### src/rtl/core/rpcn_pkg.sv
// Shared types, codes and constants of the cosine-neighbor rating predictor
`default_nettype none
package rpcn_pkg;

    // Default store geometry
    localparam int DEF_MAX_USERS = 16;
    localparam int DEF_MAX_ITEMS = 16;

    // Fixed field widths
    localparam int RATING_W = 4;
    localparam int INDEX_W  = 4;
    localparam int THR_W    = 16;
    localparam int CNT_CFG_W = 5;
    localparam int CFG_IDX_W = 2;
    localparam int CFG_DATA_W = 16;
    localparam int PRED_W   = 14;
    localparam int SIM_W    = 16;
    localparam int MEAN_W   = 12;
    localparam int CMP_W    = 9;

    // Configuration register indexes
    typedef enum logic [CFG_IDX_W-1:0] {
        CFG_THRESHOLD = 2'd0,
        CFG_USERS     = 2'd1,
        CFG_ITEMS     = 2'd2
    } cfg_idx_t;

    // Input action codes
    localparam logic ACT_WRITE   = 1'b0;
    localparam logic ACT_PREDICT = 1'b1;

    // Accumulate mode applied in the cycle after a read
    typedef enum logic [1:0] {
        ACC_NONE = 2'd0,
        ACC_ROW  = 2'd1,
        ACC_PAIR = 2'd2,
        ACC_RW   = 2'd3
    } acc_t;

    // Divider operand select
    typedef enum logic [1:0] {
        DIV_MEAN_U = 2'd0,
        DIV_MEAN_R = 2'd1,
        DIV_FINAL  = 2'd2
    } div_sel_t;

    // Controller to datapath commands
    typedef struct packed {
        logic     wr_en;
        acc_t     acc;
        logic     clr_u;
        logic     clr_r;
        logic     clr_pred;
        logic     prep;
        logic     sq_mul;
        logic     sq_lhs;
        logic     sq_cmp;
        logic     div_start;
        div_sel_t div_sel;
        logic     take_u;
        logic     take_r;
        logic     mac;
        logic     acc_num;
        logic     fin;
        logic     out_zero;
    } cmd_t;

    // Datapath to controller status
    typedef struct packed {
        logic su_zero;
        logic rw_zero;
        logic sim_gt;
        logic used;
        logic div_done;
        logic div_busy;
    } status_t;

endpackage
`default_nettype wire

### src/rtl/core/rpcn_ctrl.sv
// Controller state machine: clearing pass, writes and the predict sequence
`default_nettype none
module rpcn_ctrl
    import rpcn_pkg::*;
#(
    parameter int MAX_USERS = DEF_MAX_USERS,
    parameter int MAX_ITEMS = DEF_MAX_ITEMS,
    localparam int RW = $clog2(MAX_USERS),
    localparam int CW = (MAX_ITEMS > 1) ? $clog2(MAX_ITEMS) : 1
) (
    input  wire logic                 clk,
    input  wire logic                 rst_n,
    input  wire logic                 start,
    input  wire logic                 action,
    input  wire logic [INDEX_W-1:0]   user,
    input  wire logic [INDEX_W-1:0]   item,
    input  wire logic [RATING_W-1:0]  rating,
    input  wire logic [CNT_CFG_W-1:0] users_in_use,
    input  wire logic [CNT_CFG_W-1:0] items_in_use,
    output logic                      busy,
    output logic                      result_valid,
    output cmd_t                      cmd,
    input  wire status_t              status,
    output logic [RW-1:0]             rd_row_a,
    output logic [CW-1:0]             rd_col_a,
    output logic [RW-1:0]             rd_row_b,
    output logic [CW-1:0]             rd_col_b,
    output logic [RW-1:0]             wr_row,
    output logic [CW-1:0]             wr_col,
    output logic [RATING_W-1:0]       wr_data,
    output logic [3:0]                sq_bit
);
    localparam int IW = $clog2(MAX_ITEMS + 1);
    localparam int UW = $clog2(MAX_USERS + 1);

    typedef enum logic [4:0] {
        ST_CLEAR, ST_IDLE, ST_UROW, ST_UDRAIN, ST_UCHK, ST_UWAIT,
        ST_RSEL, ST_RWAIT, ST_RCHK, ST_PAIR, ST_PDRAIN, ST_PREP,
        ST_SQ1, ST_SQ2, ST_SQ3, ST_SIMCHK, ST_RDIVW, ST_MAC, ST_ACC,
        ST_FDIV, ST_FWAIT, ST_ZERO
    } state_t;

    state_t               state_reg;
    logic [UW-1:0]        r_reg;
    logic [IW-1:0]        e_reg;
    logic [3:0]           b_reg;
    logic [INDEX_W-1:0]   u_reg;
    logic [INDEX_W-1:0]   w_reg;
    logic                 busy_reg;
    logic                 valid_reg;

    // Effective row and column counts
    logic [UW-1:0] nu;
    logic [IW-1:0] ni;
    logic [IW-1:0] ni_m1;
    logic          accept;
    logic          in_store;
    logic          in_use;
    logic          r_is_u;
    logic          r_end;

    assign nu = (CMP_W'(users_in_use) > CMP_W'(MAX_USERS)) ? UW'(MAX_USERS)
                                                             : UW'(users_in_use);
    assign ni = (CMP_W'(items_in_use) > CMP_W'(MAX_ITEMS)) ? IW'(MAX_ITEMS)
                                                             : IW'(items_in_use);
    assign ni_m1    = ni - 1'b1;
    assign accept   = start && !busy_reg;
    assign in_store = (CMP_W'(user) < CMP_W'(MAX_USERS)) &&
                      (CMP_W'(item) < CMP_W'(MAX_ITEMS));
    assign in_use   = (CMP_W'(user) < CMP_W'(nu)) && (CMP_W'(item) < CMP_W'(ni));
    assign r_is_u   = (CMP_W'(r_reg) == CMP_W'(u_reg));
    assign r_end    = (r_reg >= nu);

    // Addresses
    always_comb
    begin
        rd_row_a = RW'(u_reg);
        rd_col_a = e_reg[CW-1:0];
        rd_row_b = r_reg[RW-1:0];
        rd_col_b = (state_reg == ST_RSEL) ? CW'(w_reg) : e_reg[CW-1:0];
        if (state_reg == ST_CLEAR)
        begin
            wr_row  = r_reg[RW-1:0];
            wr_col  = e_reg[CW-1:0];
            wr_data = '0;
        end
        else
        begin
            wr_row  = RW'(user);
            wr_col  = CW'(item);
            wr_data = rating;
        end
        sq_bit = b_reg;
    end

    // Commands decoded from state
    always_comb
    begin
        cmd = '0;
        cmd.acc = ACC_NONE;
        cmd.div_sel = DIV_MEAN_U;
        unique case (state_reg)
            ST_CLEAR:
            begin
                cmd.wr_en = 1'b1;
            end
            ST_IDLE:
            begin
                cmd.wr_en    = accept && (action == ACT_WRITE) && in_store;
                cmd.clr_u    = accept && (action == ACT_PREDICT);
                cmd.clr_pred = accept && (action == ACT_PREDICT);
            end
            ST_UROW:   cmd.acc = ACC_ROW;
            ST_UDRAIN: cmd.acc = ACC_NONE;
            ST_UCHK:
            begin
                cmd.div_start = !status.su_zero;
                cmd.div_sel   = DIV_MEAN_U;
            end
            ST_UWAIT:  cmd.take_u = status.div_done;
            ST_RSEL:
            begin
                if (!r_end && !r_is_u)
                begin
                    cmd.acc   = ACC_RW;
                    cmd.clr_r = 1'b1;
                end
            end
            ST_RWAIT:  cmd.acc = ACC_NONE;
            ST_RCHK:   cmd.acc = ACC_NONE;
            ST_PAIR:   cmd.acc = ACC_PAIR;
            ST_PDRAIN: cmd.acc = ACC_NONE;
            ST_PREP:   cmd.prep = 1'b1;
            ST_SQ1:    cmd.sq_mul = 1'b1;
            ST_SQ2:    cmd.sq_lhs = 1'b1;
            ST_SQ3:    cmd.sq_cmp = 1'b1;
            ST_SIMCHK:
            begin
                cmd.div_start = status.sim_gt;
                cmd.div_sel   = DIV_MEAN_R;
            end
            ST_RDIVW:  cmd.take_r = status.div_done;
            ST_MAC:    cmd.mac = 1'b1;
            ST_ACC:    cmd.acc_num = 1'b1;
            ST_FDIV:
            begin
                cmd.div_start = 1'b1;
                cmd.div_sel   = DIV_FINAL;
            end
            ST_FWAIT:
            begin
                cmd.div_sel = DIV_FINAL;
                cmd.fin     = status.div_done;
            end
            ST_ZERO:   cmd.out_zero = 1'b1;
            default:   cmd.acc = ACC_NONE;
        endcase
    end

    // State, counters and registered outputs
    always_ff @(posedge clk or negedge rst_n)
    begin
        if (!rst_n)
        begin
            state_reg <= ST_CLEAR;
            r_reg     <= '0;
            e_reg     <= '0;
            b_reg     <= '0;
            u_reg     <= '0;
            w_reg     <= '0;
            busy_reg  <= 1'b1;
            valid_reg <= 1'b0;
        end
        else
        begin
            valid_reg <= 1'b0;
            unique case (state_reg)
                ST_CLEAR:
                begin
                    if (e_reg == IW'(MAX_ITEMS - 1))
                    begin
                        e_reg <= '0;
                        r_reg <= r_reg + 1'b1;
                        if (r_reg == UW'(MAX_USERS - 1))
                        begin
                            r_reg     <= '0;
                            busy_reg  <= 1'b0;
                            state_reg <= ST_IDLE;
                        end
                    end
                    else
                    begin
                        e_reg <= e_reg + 1'b1;
                    end
                end
                ST_IDLE:
                begin
                    if (accept && (action == ACT_PREDICT))
                    begin
                        u_reg    <= user;
                        w_reg    <= item;
                        e_reg    <= '0;
                        busy_reg <= 1'b1;
                        state_reg <= in_use ? ST_UROW : ST_ZERO;
                    end
                end
                ST_UROW:
                begin
                    if (e_reg == ni_m1)
                    begin
                        state_reg <= ST_UDRAIN;
                    end
                    else
                    begin
                        e_reg <= e_reg + 1'b1;
                    end
                end
                ST_UDRAIN: state_reg <= ST_UCHK;
                ST_UCHK:   state_reg <= status.su_zero ? ST_ZERO : ST_UWAIT;
                ST_UWAIT:
                begin
                    if (status.div_done)
                    begin
                        r_reg     <= '0;
                        state_reg <= ST_RSEL;
                    end
                end
                ST_RSEL:
                begin
                    if (r_end)
                    begin
                        state_reg <= status.used ? ST_FDIV : ST_ZERO;
                    end
                    else if (r_is_u)
                    begin
                        r_reg <= r_reg + 1'b1;
                    end
                    else
                    begin
                        state_reg <= ST_RWAIT;
                    end
                end
                ST_RWAIT:  state_reg <= ST_RCHK;
                ST_RCHK:
                begin
                    e_reg <= '0;
                    if (status.rw_zero)
                    begin
                        r_reg     <= r_reg + 1'b1;
                        state_reg <= ST_RSEL;
                    end
                    else
                    begin
                        state_reg <= ST_PAIR;
                    end
                end
                ST_PAIR:
                begin
                    if (e_reg == ni_m1)
                    begin
                        state_reg <= ST_PDRAIN;
                    end
                    else
                    begin
                        e_reg <= e_reg + 1'b1;
                    end
                end
                ST_PDRAIN: state_reg <= ST_PREP;
                ST_PREP:
                begin
                    b_reg     <= 4'd15;
                    state_reg <= ST_SQ1;
                end
                ST_SQ1:    state_reg <= ST_SQ2;
                ST_SQ2:    state_reg <= ST_SQ3;
                ST_SQ3:
                begin
                    if (b_reg == 4'd0)
                    begin
                        state_reg <= ST_SIMCHK;
                    end
                    else
                    begin
                        b_reg     <= b_reg - 1'b1;
                        state_reg <= ST_SQ1;
                    end
                end
                ST_SIMCHK:
                begin
                    if (status.sim_gt)
                    begin
                        state_reg <= ST_RDIVW;
                    end
                    else
                    begin
                        r_reg     <= r_reg + 1'b1;
                        state_reg <= ST_RSEL;
                    end
                end
                ST_RDIVW:
                begin
                    if (status.div_done)
                    begin
                        state_reg <= ST_MAC;
                    end
                end
                ST_MAC:    state_reg <= ST_ACC;
                ST_ACC:
                begin
                    r_reg     <= r_reg + 1'b1;
                    state_reg <= ST_RSEL;
                end
                ST_FDIV:   state_reg <= ST_FWAIT;
                ST_FWAIT:
                begin
                    if (status.div_done)
                    begin
                        valid_reg <= 1'b1;
                        busy_reg  <= 1'b0;
                        state_reg <= ST_IDLE;
                    end
                end
                ST_ZERO:
                begin
                    valid_reg <= 1'b1;
                    busy_reg  <= 1'b0;
                    state_reg <= ST_IDLE;
                end
                default:   state_reg <= ST_IDLE;
            endcase
        end
    end

    assign busy         = busy_reg;
    assign result_valid = valid_reg;

`ifndef SYNTH
    // A result strobe lasts a single cycle
    a_strobe_single: assert property (@(posedge clk) disable iff (!rst_n)
        valid_reg |=> !valid_reg)
        else $error("result strobe held for more than one cycle");

    // A result is only presented once the block is free again
    a_strobe_idle: assert property (@(posedge clk) disable iff (!rst_n)
        valid_reg |-> !busy_reg)
        else $error("result strobe while busy");

    // Busy only rises after an accepted command
    a_busy_cause: assert property (@(posedge clk) disable iff (!rst_n)
        $rose(busy_reg) |-> $past(start))
        else $error("busy rose without a start transfer");

    // The divider is never restarted while running
    a_div_free: assert property (@(posedge clk) disable iff (!rst_n)
        cmd.div_start |-> !status.div_busy)
        else $error("divider started while busy");
`endif
endmodule
`default_nettype wire

### config.mk
export PLATFORM = sky130hd
export DESIGN_NAME = rpcn_ctrl
export DESIGN_NICKNAME = d
export VERILOG_FILES = /design/src/rtl/core/rpcn_pkg.sv /design/src/rtl/core/rpcn_ctrl.sv
export SDC_FILE = /design/constraint.sdc
export NUM_CORES = 1
export LEC_CHECK = 0
export BUFFER_PORTS_ARGS = -buffer_cell sky130_fd_sc_hd__buf_2
export CAP_MARGIN = 10
export CORE_MARGIN = 2
export CORE_UTILIZATION = 53
export DETAILED_ROUTE_END_ITERATION = 10
export PLACE_DENSITY = 0.78
export SYNTH_ARGS = -nofsm -noshare
export SYNTH_HDL_FRONTEND = slang
export SYNTH_SLANG_ARGS = --single-unit
### constraint.sdc
create_clock -name clk -period 3.05 [get_ports clk]
set_clock_uncertainty 0.1 [all_clocks]
set_input_delay 0.61 -clock clk [delete_from_list [all_inputs] [get_ports clk]]
set_output_delay 0.61 -clock clk [all_outputs]
set_load 0.01 [all_outputs]
; ---- Yosys cells after proc, flatten, opt, wreduce, memory -nomap -nowiden
; Cells that the tools add are included.
[word_totals]
ff_bits = 29
output_inout_bits = 53
word_cells = 143
[classes]
n_addsub = 4
order_cmp = 5
n_eq_ne = 40
n_mux = 62
bitwise = 1
reduce_logical = 23
[ops]
columns = cell, count
row1 = $mux W5, 25
row2 = $pmux W5 S21, 1
row3 = $eq A5 B4 Y1 const B, 10
row4 = $eq A5 B5 Y1 const B, 6
row5 = $pmux W5 S6, 1
row6 = $mux W4, 6
row7 = $ne A2 B2 Y1 const B, 12
row8 = $eq A5 B3 Y1 const B, 4
row9 = $pmux W5 S4, 1
row10 = $mux W1, 18
row11 = $add A5 B1 Y5 const B, 2
row12 = $eq A5 B2 Y1 const B, 2
row13 = $gt A5 B5 Y1 const B, 2
row14 = $lt A4 B5 Y1, 2
row15 = $reduce_and A9 Y1, 1
row16 = $pmux W4 S2, 1
row17 = $reduce_bool A4 Y1, 2
row18 = $reduce_and A7 Y1, 1
row19 = $pmux W2 S3, 1
row20 = $reduce_bool A6 Y1, 1
row21 = $eq A5 B1 Y1 const B, 1
row22 = $eq A5 B4 Y1, 1
row23 = $eq A5 B5 Y1, 1
row24 = $ge A5 B5 Y1, 1
row25 = other kinds (20), 32

; ---- Depth between registers and ports, before layout
[depth]
ltp_word = 7
mapped_depth = 9
ltp_nobuf = 9

; ---- Least setup slack after synthesis
; No wires, ideal clock.
[synth_path]
path_type = input to register
from = input users_in_use[4]
to = register r_reg[2]
setup_ps = 121
t_arrival_ps = 2358
required_time_ps = 2829
setup_slack_ps = 471
path_stages = 9
cell_sequence = inv_1 > nand2_1 > ha_1 > a21oi_1 > o21ai_0 > a31oi_1 > a21oi_1 > or3_1 > a22o_1
[synth_via]
elab_chain_cells = 5
[synth_rtl]
columns = element, line_no
row1 = start: declaration, rpcn_ctrl.sv:18  ; input wire logic [CNT_CFG_W-1:0] users_in_use,
row2 = $gt A5 B5 Y1, rpcn_ctrl.sv:62  ; assign nu = (CMP_W'(users_in_use) > CMP_W'(MAX_USERS)) ? UW'(MAX_USERS)
row3 = $mux W5 *, rpcn_ctrl.sv:62
row4 = $ge A5 B5 Y1 *, rpcn_ctrl.sv:72  ; assign r_end = (r_reg >= nu);
row5 = $ne A2 B2 Y1 (no source line) *, n/a
row6 = $reduce_and A7 Y1 (no source line) *, n/a
row7 = end signal: assignment, rpcn_ctrl.sv:183  ; r_reg <= r_reg + 1'b1;
row8 = end signal: assignment, rpcn_ctrl.sv:236  ; r_reg <= r_reg + 1'b1;
row9 = end signal: assignment, rpcn_ctrl.sv:249  ; r_reg <= r_reg + 1'b1;
row10 = end: declaration, rpcn_ctrl.sv:44  ; logic [UW-1:0] r_reg;
; Every way passes the cells marked *; elsewhere a longest branch is shown, timed or not.
; A chain may end at the register's enable or synchronous reset.

==> results.cfg <==
[pwr]
powerDensity_nw_per_um2 = 1030
peakVddDrop_mv = 0.512
leakage_uw = 0.00165

[global_routing]
grt_antenna_before_repair = 0
grt_max_degree = 30
grt_pass1_wl_um = 13000
grt_pass1_vias = 2773
grt_usage = 0.260
grt.overflow.total = 0

[floorplan]
fp.dieW_um = 79.4
rows = 27
die_h_um = 79.4
initial_core_util = 0.547
core_area_um2 = 5510
ios = 85
die-area_um2 = 6300

[timing]
tightest_slew_ps = 685
period_share = 0.931
timing.setup.tns_ps = 0
slew_headroom = 0.543
drv_slew = 0
setup_viol = 0
timing.final.ws_setup_ps = 210
rsz0062_at_grt = no
fmax_mhz = 352
fin_crit_ps = 2840
hold_viol_final = 0

[placement]
hpwl_um = 6200
io_buffers = 83
dp_worst_setup_slack_ps = 198
gp_congestion = 0.916

[setup_path]
slowest_delay_ps = 300
path_cells = buf_2 -> inv_1 -> nand2_1 -> ha_1 -> a21oi_1 -> o21ai_0 -> a31oi_1 -> nand2_1 -> o21ai_0 -> buf_2
crit_family = compound AO/OA/AOI/OAI gates
cp_slowest_cell = ha_1
critPathLaunch = users_in_use[4]
endpoint_kind = output port
crit_arrival_ps = 2130
critPathMaxFanout = 5
r2r-end = e_reg[2]
critPathKind = primary input to output port
cp.required_ps = 2340
crit_path_start_kind = primary input
r2r_cells = 7
rr_startpoint = state_reg[4]
rrSetupSlack_ps = 510
critPathBufInv = 3

[synth]
ys_ff_latch = 29
synthesis.area_um2 = 3010
ys_top_cells_by_area = dfrtp_1 23%, ha_1 7.9%, mux2_2 6.7%
synth.avg_cell_area_um2 = 8.27
synth_warnings = 0
synth.most_common_cell = nand2_1
synth_common_cells = 51 x nand2_1, 28 x dfrtp_1, 25 x nor2_1
synth.top_cell.area_share = 0.233
async_flop_share = 1.00
synth_cell_types = 69
seq_area_frac_synth = 0.241
synth_area_leader_cell = dfrtp_1
syn_nets = 415
yosys_most_used_dff = dfrtp_1
synth_edf_count = 0
synthCells = 364

[clocking]
numCtsBuffers = 5
cts_buffer_depth = 2
holdBufCountCts = 0
clkSinkCount = 29
clk_pin_slew_ps = 70
cts.root.buffer_cell = clkbuf_8
clk_latency_ps = 290
cts_tree = built
post_cts_buffers = 0
htreeDepth = 2

[detailed_routing]
wl_per_cell_um = 15.6
drtPass1Iterations = 5
drcViolationCount = 0
ant_nets = 0
drt-total-wl_um = 7950
viasPerCell = 5.89
drtIter0Drc = 308
dr_total_vias = 3004

[min_path]
min_path_type = primary input to asynchronous set/reset pin

[layout]
num_antenna_cells = 0
drive_gt1_frac = 0.313
area_growth_pct = 16.2
nets = 489

[run_status]
status = finished clean

[run]
cap_violations = 0
==> where the power goes <==
group | internal (uW) | switching [uW] | total, uW | leakage, uW
combinational | 1070 | 1360 | 2430 | 0.00125
clock | 179 | 143 | 321 | 0.0000443
sequential | 569 | 282 | 851 | 0.000353
==> layout make-up <==
cell class | count | area (um^2)
Multi-Input combinational cell | 289 | 2030
Fill cell | 493 | 2010
Sequential cell | 29 | 727
Timing Repair Buffer | 92 | 483
Tap cell | 72 | 90.1
Clock buffer | 7 | 86.3
Inverter | 21 | 78.8
==> layer usage <==
metal,vias to the layer above,global-route usage,share of wire
met5,-,0,0
met4,0,0.0828,0.018
met3,14,0.0430,0.081
met2,150,0.443,0.48
met1,1382,0.337,0.42
li1,1458,-,-
==> per-stage QoR <==
| step | hold WS (ps) | power, uW | cell area, um^2 | util | cells |
|---|---|---|---|---|---|
| CTS | 287 | 3600 | 3500 | 0.636 | 510 |
| finish | 256 | 3600 | 3500 | 0.636 | 510 |
| floorplan | 214 | 2660 | 3010 | - | 364 |
| global placement | 390 | 3190 | 3410 | 0.620 | 503 |
| global route | 324 | 3930 | 3500 | 0.636 | 510 |
| detailed placement | 405 | 3250 | 3410 | 0.620 | 503 |
==> how the worst max path moves through the flow <==
stage	end	slack, ps	cells after the start
2_1_floorplan	r_reg[2]	470	9
3_3_place_gp	cmd[16]	220	10
3_5_place_dp	cmd[16]	200	10
4_1_cts	cmd[16]	190	10
5_1_grt	cmd[16]	20	10
6_report	cmd[16]	210	10
==> cell families after synthesis <==
family / synth area share
and+or+nand+nor: 0.262
AOI/OAI and AO/OA: 0.217
buffers and inverters: 0.0831
DFF: 0.241
muxes: 0.0827
adders and majority gates: 0.0789
xor gates and xnor gates: 0.0345
==> cell usage in the layout (no fill, tap or decap), types with 8 or more instances in the layout <==
master | Yosys | layout
mux2_2 | 18 | 18
buf_4 | 10 | 9
nor3_1 | 8 | 8
ha_1 | 19 | 19
a21oi_1 | 19 | 19
nand3_1 | 11 | 11
o21ai_0 | 18 | 18
nor2_1 | 25 | 25
nand2_1 | 51 | 51
inv_1 | 20 | 20
nand2b_1 | 11 | 11
dfrtp_1 | 28 | 28
buf_2 | 8 | 83
==> what timing repair did <==
item                                    4_1_cts  5_1_grt
endpoints found under the hold margin         0        0
endpoints found under the setup margin        0        1
resized for setup                             0        0
Power figures use the tool's default switching activity.
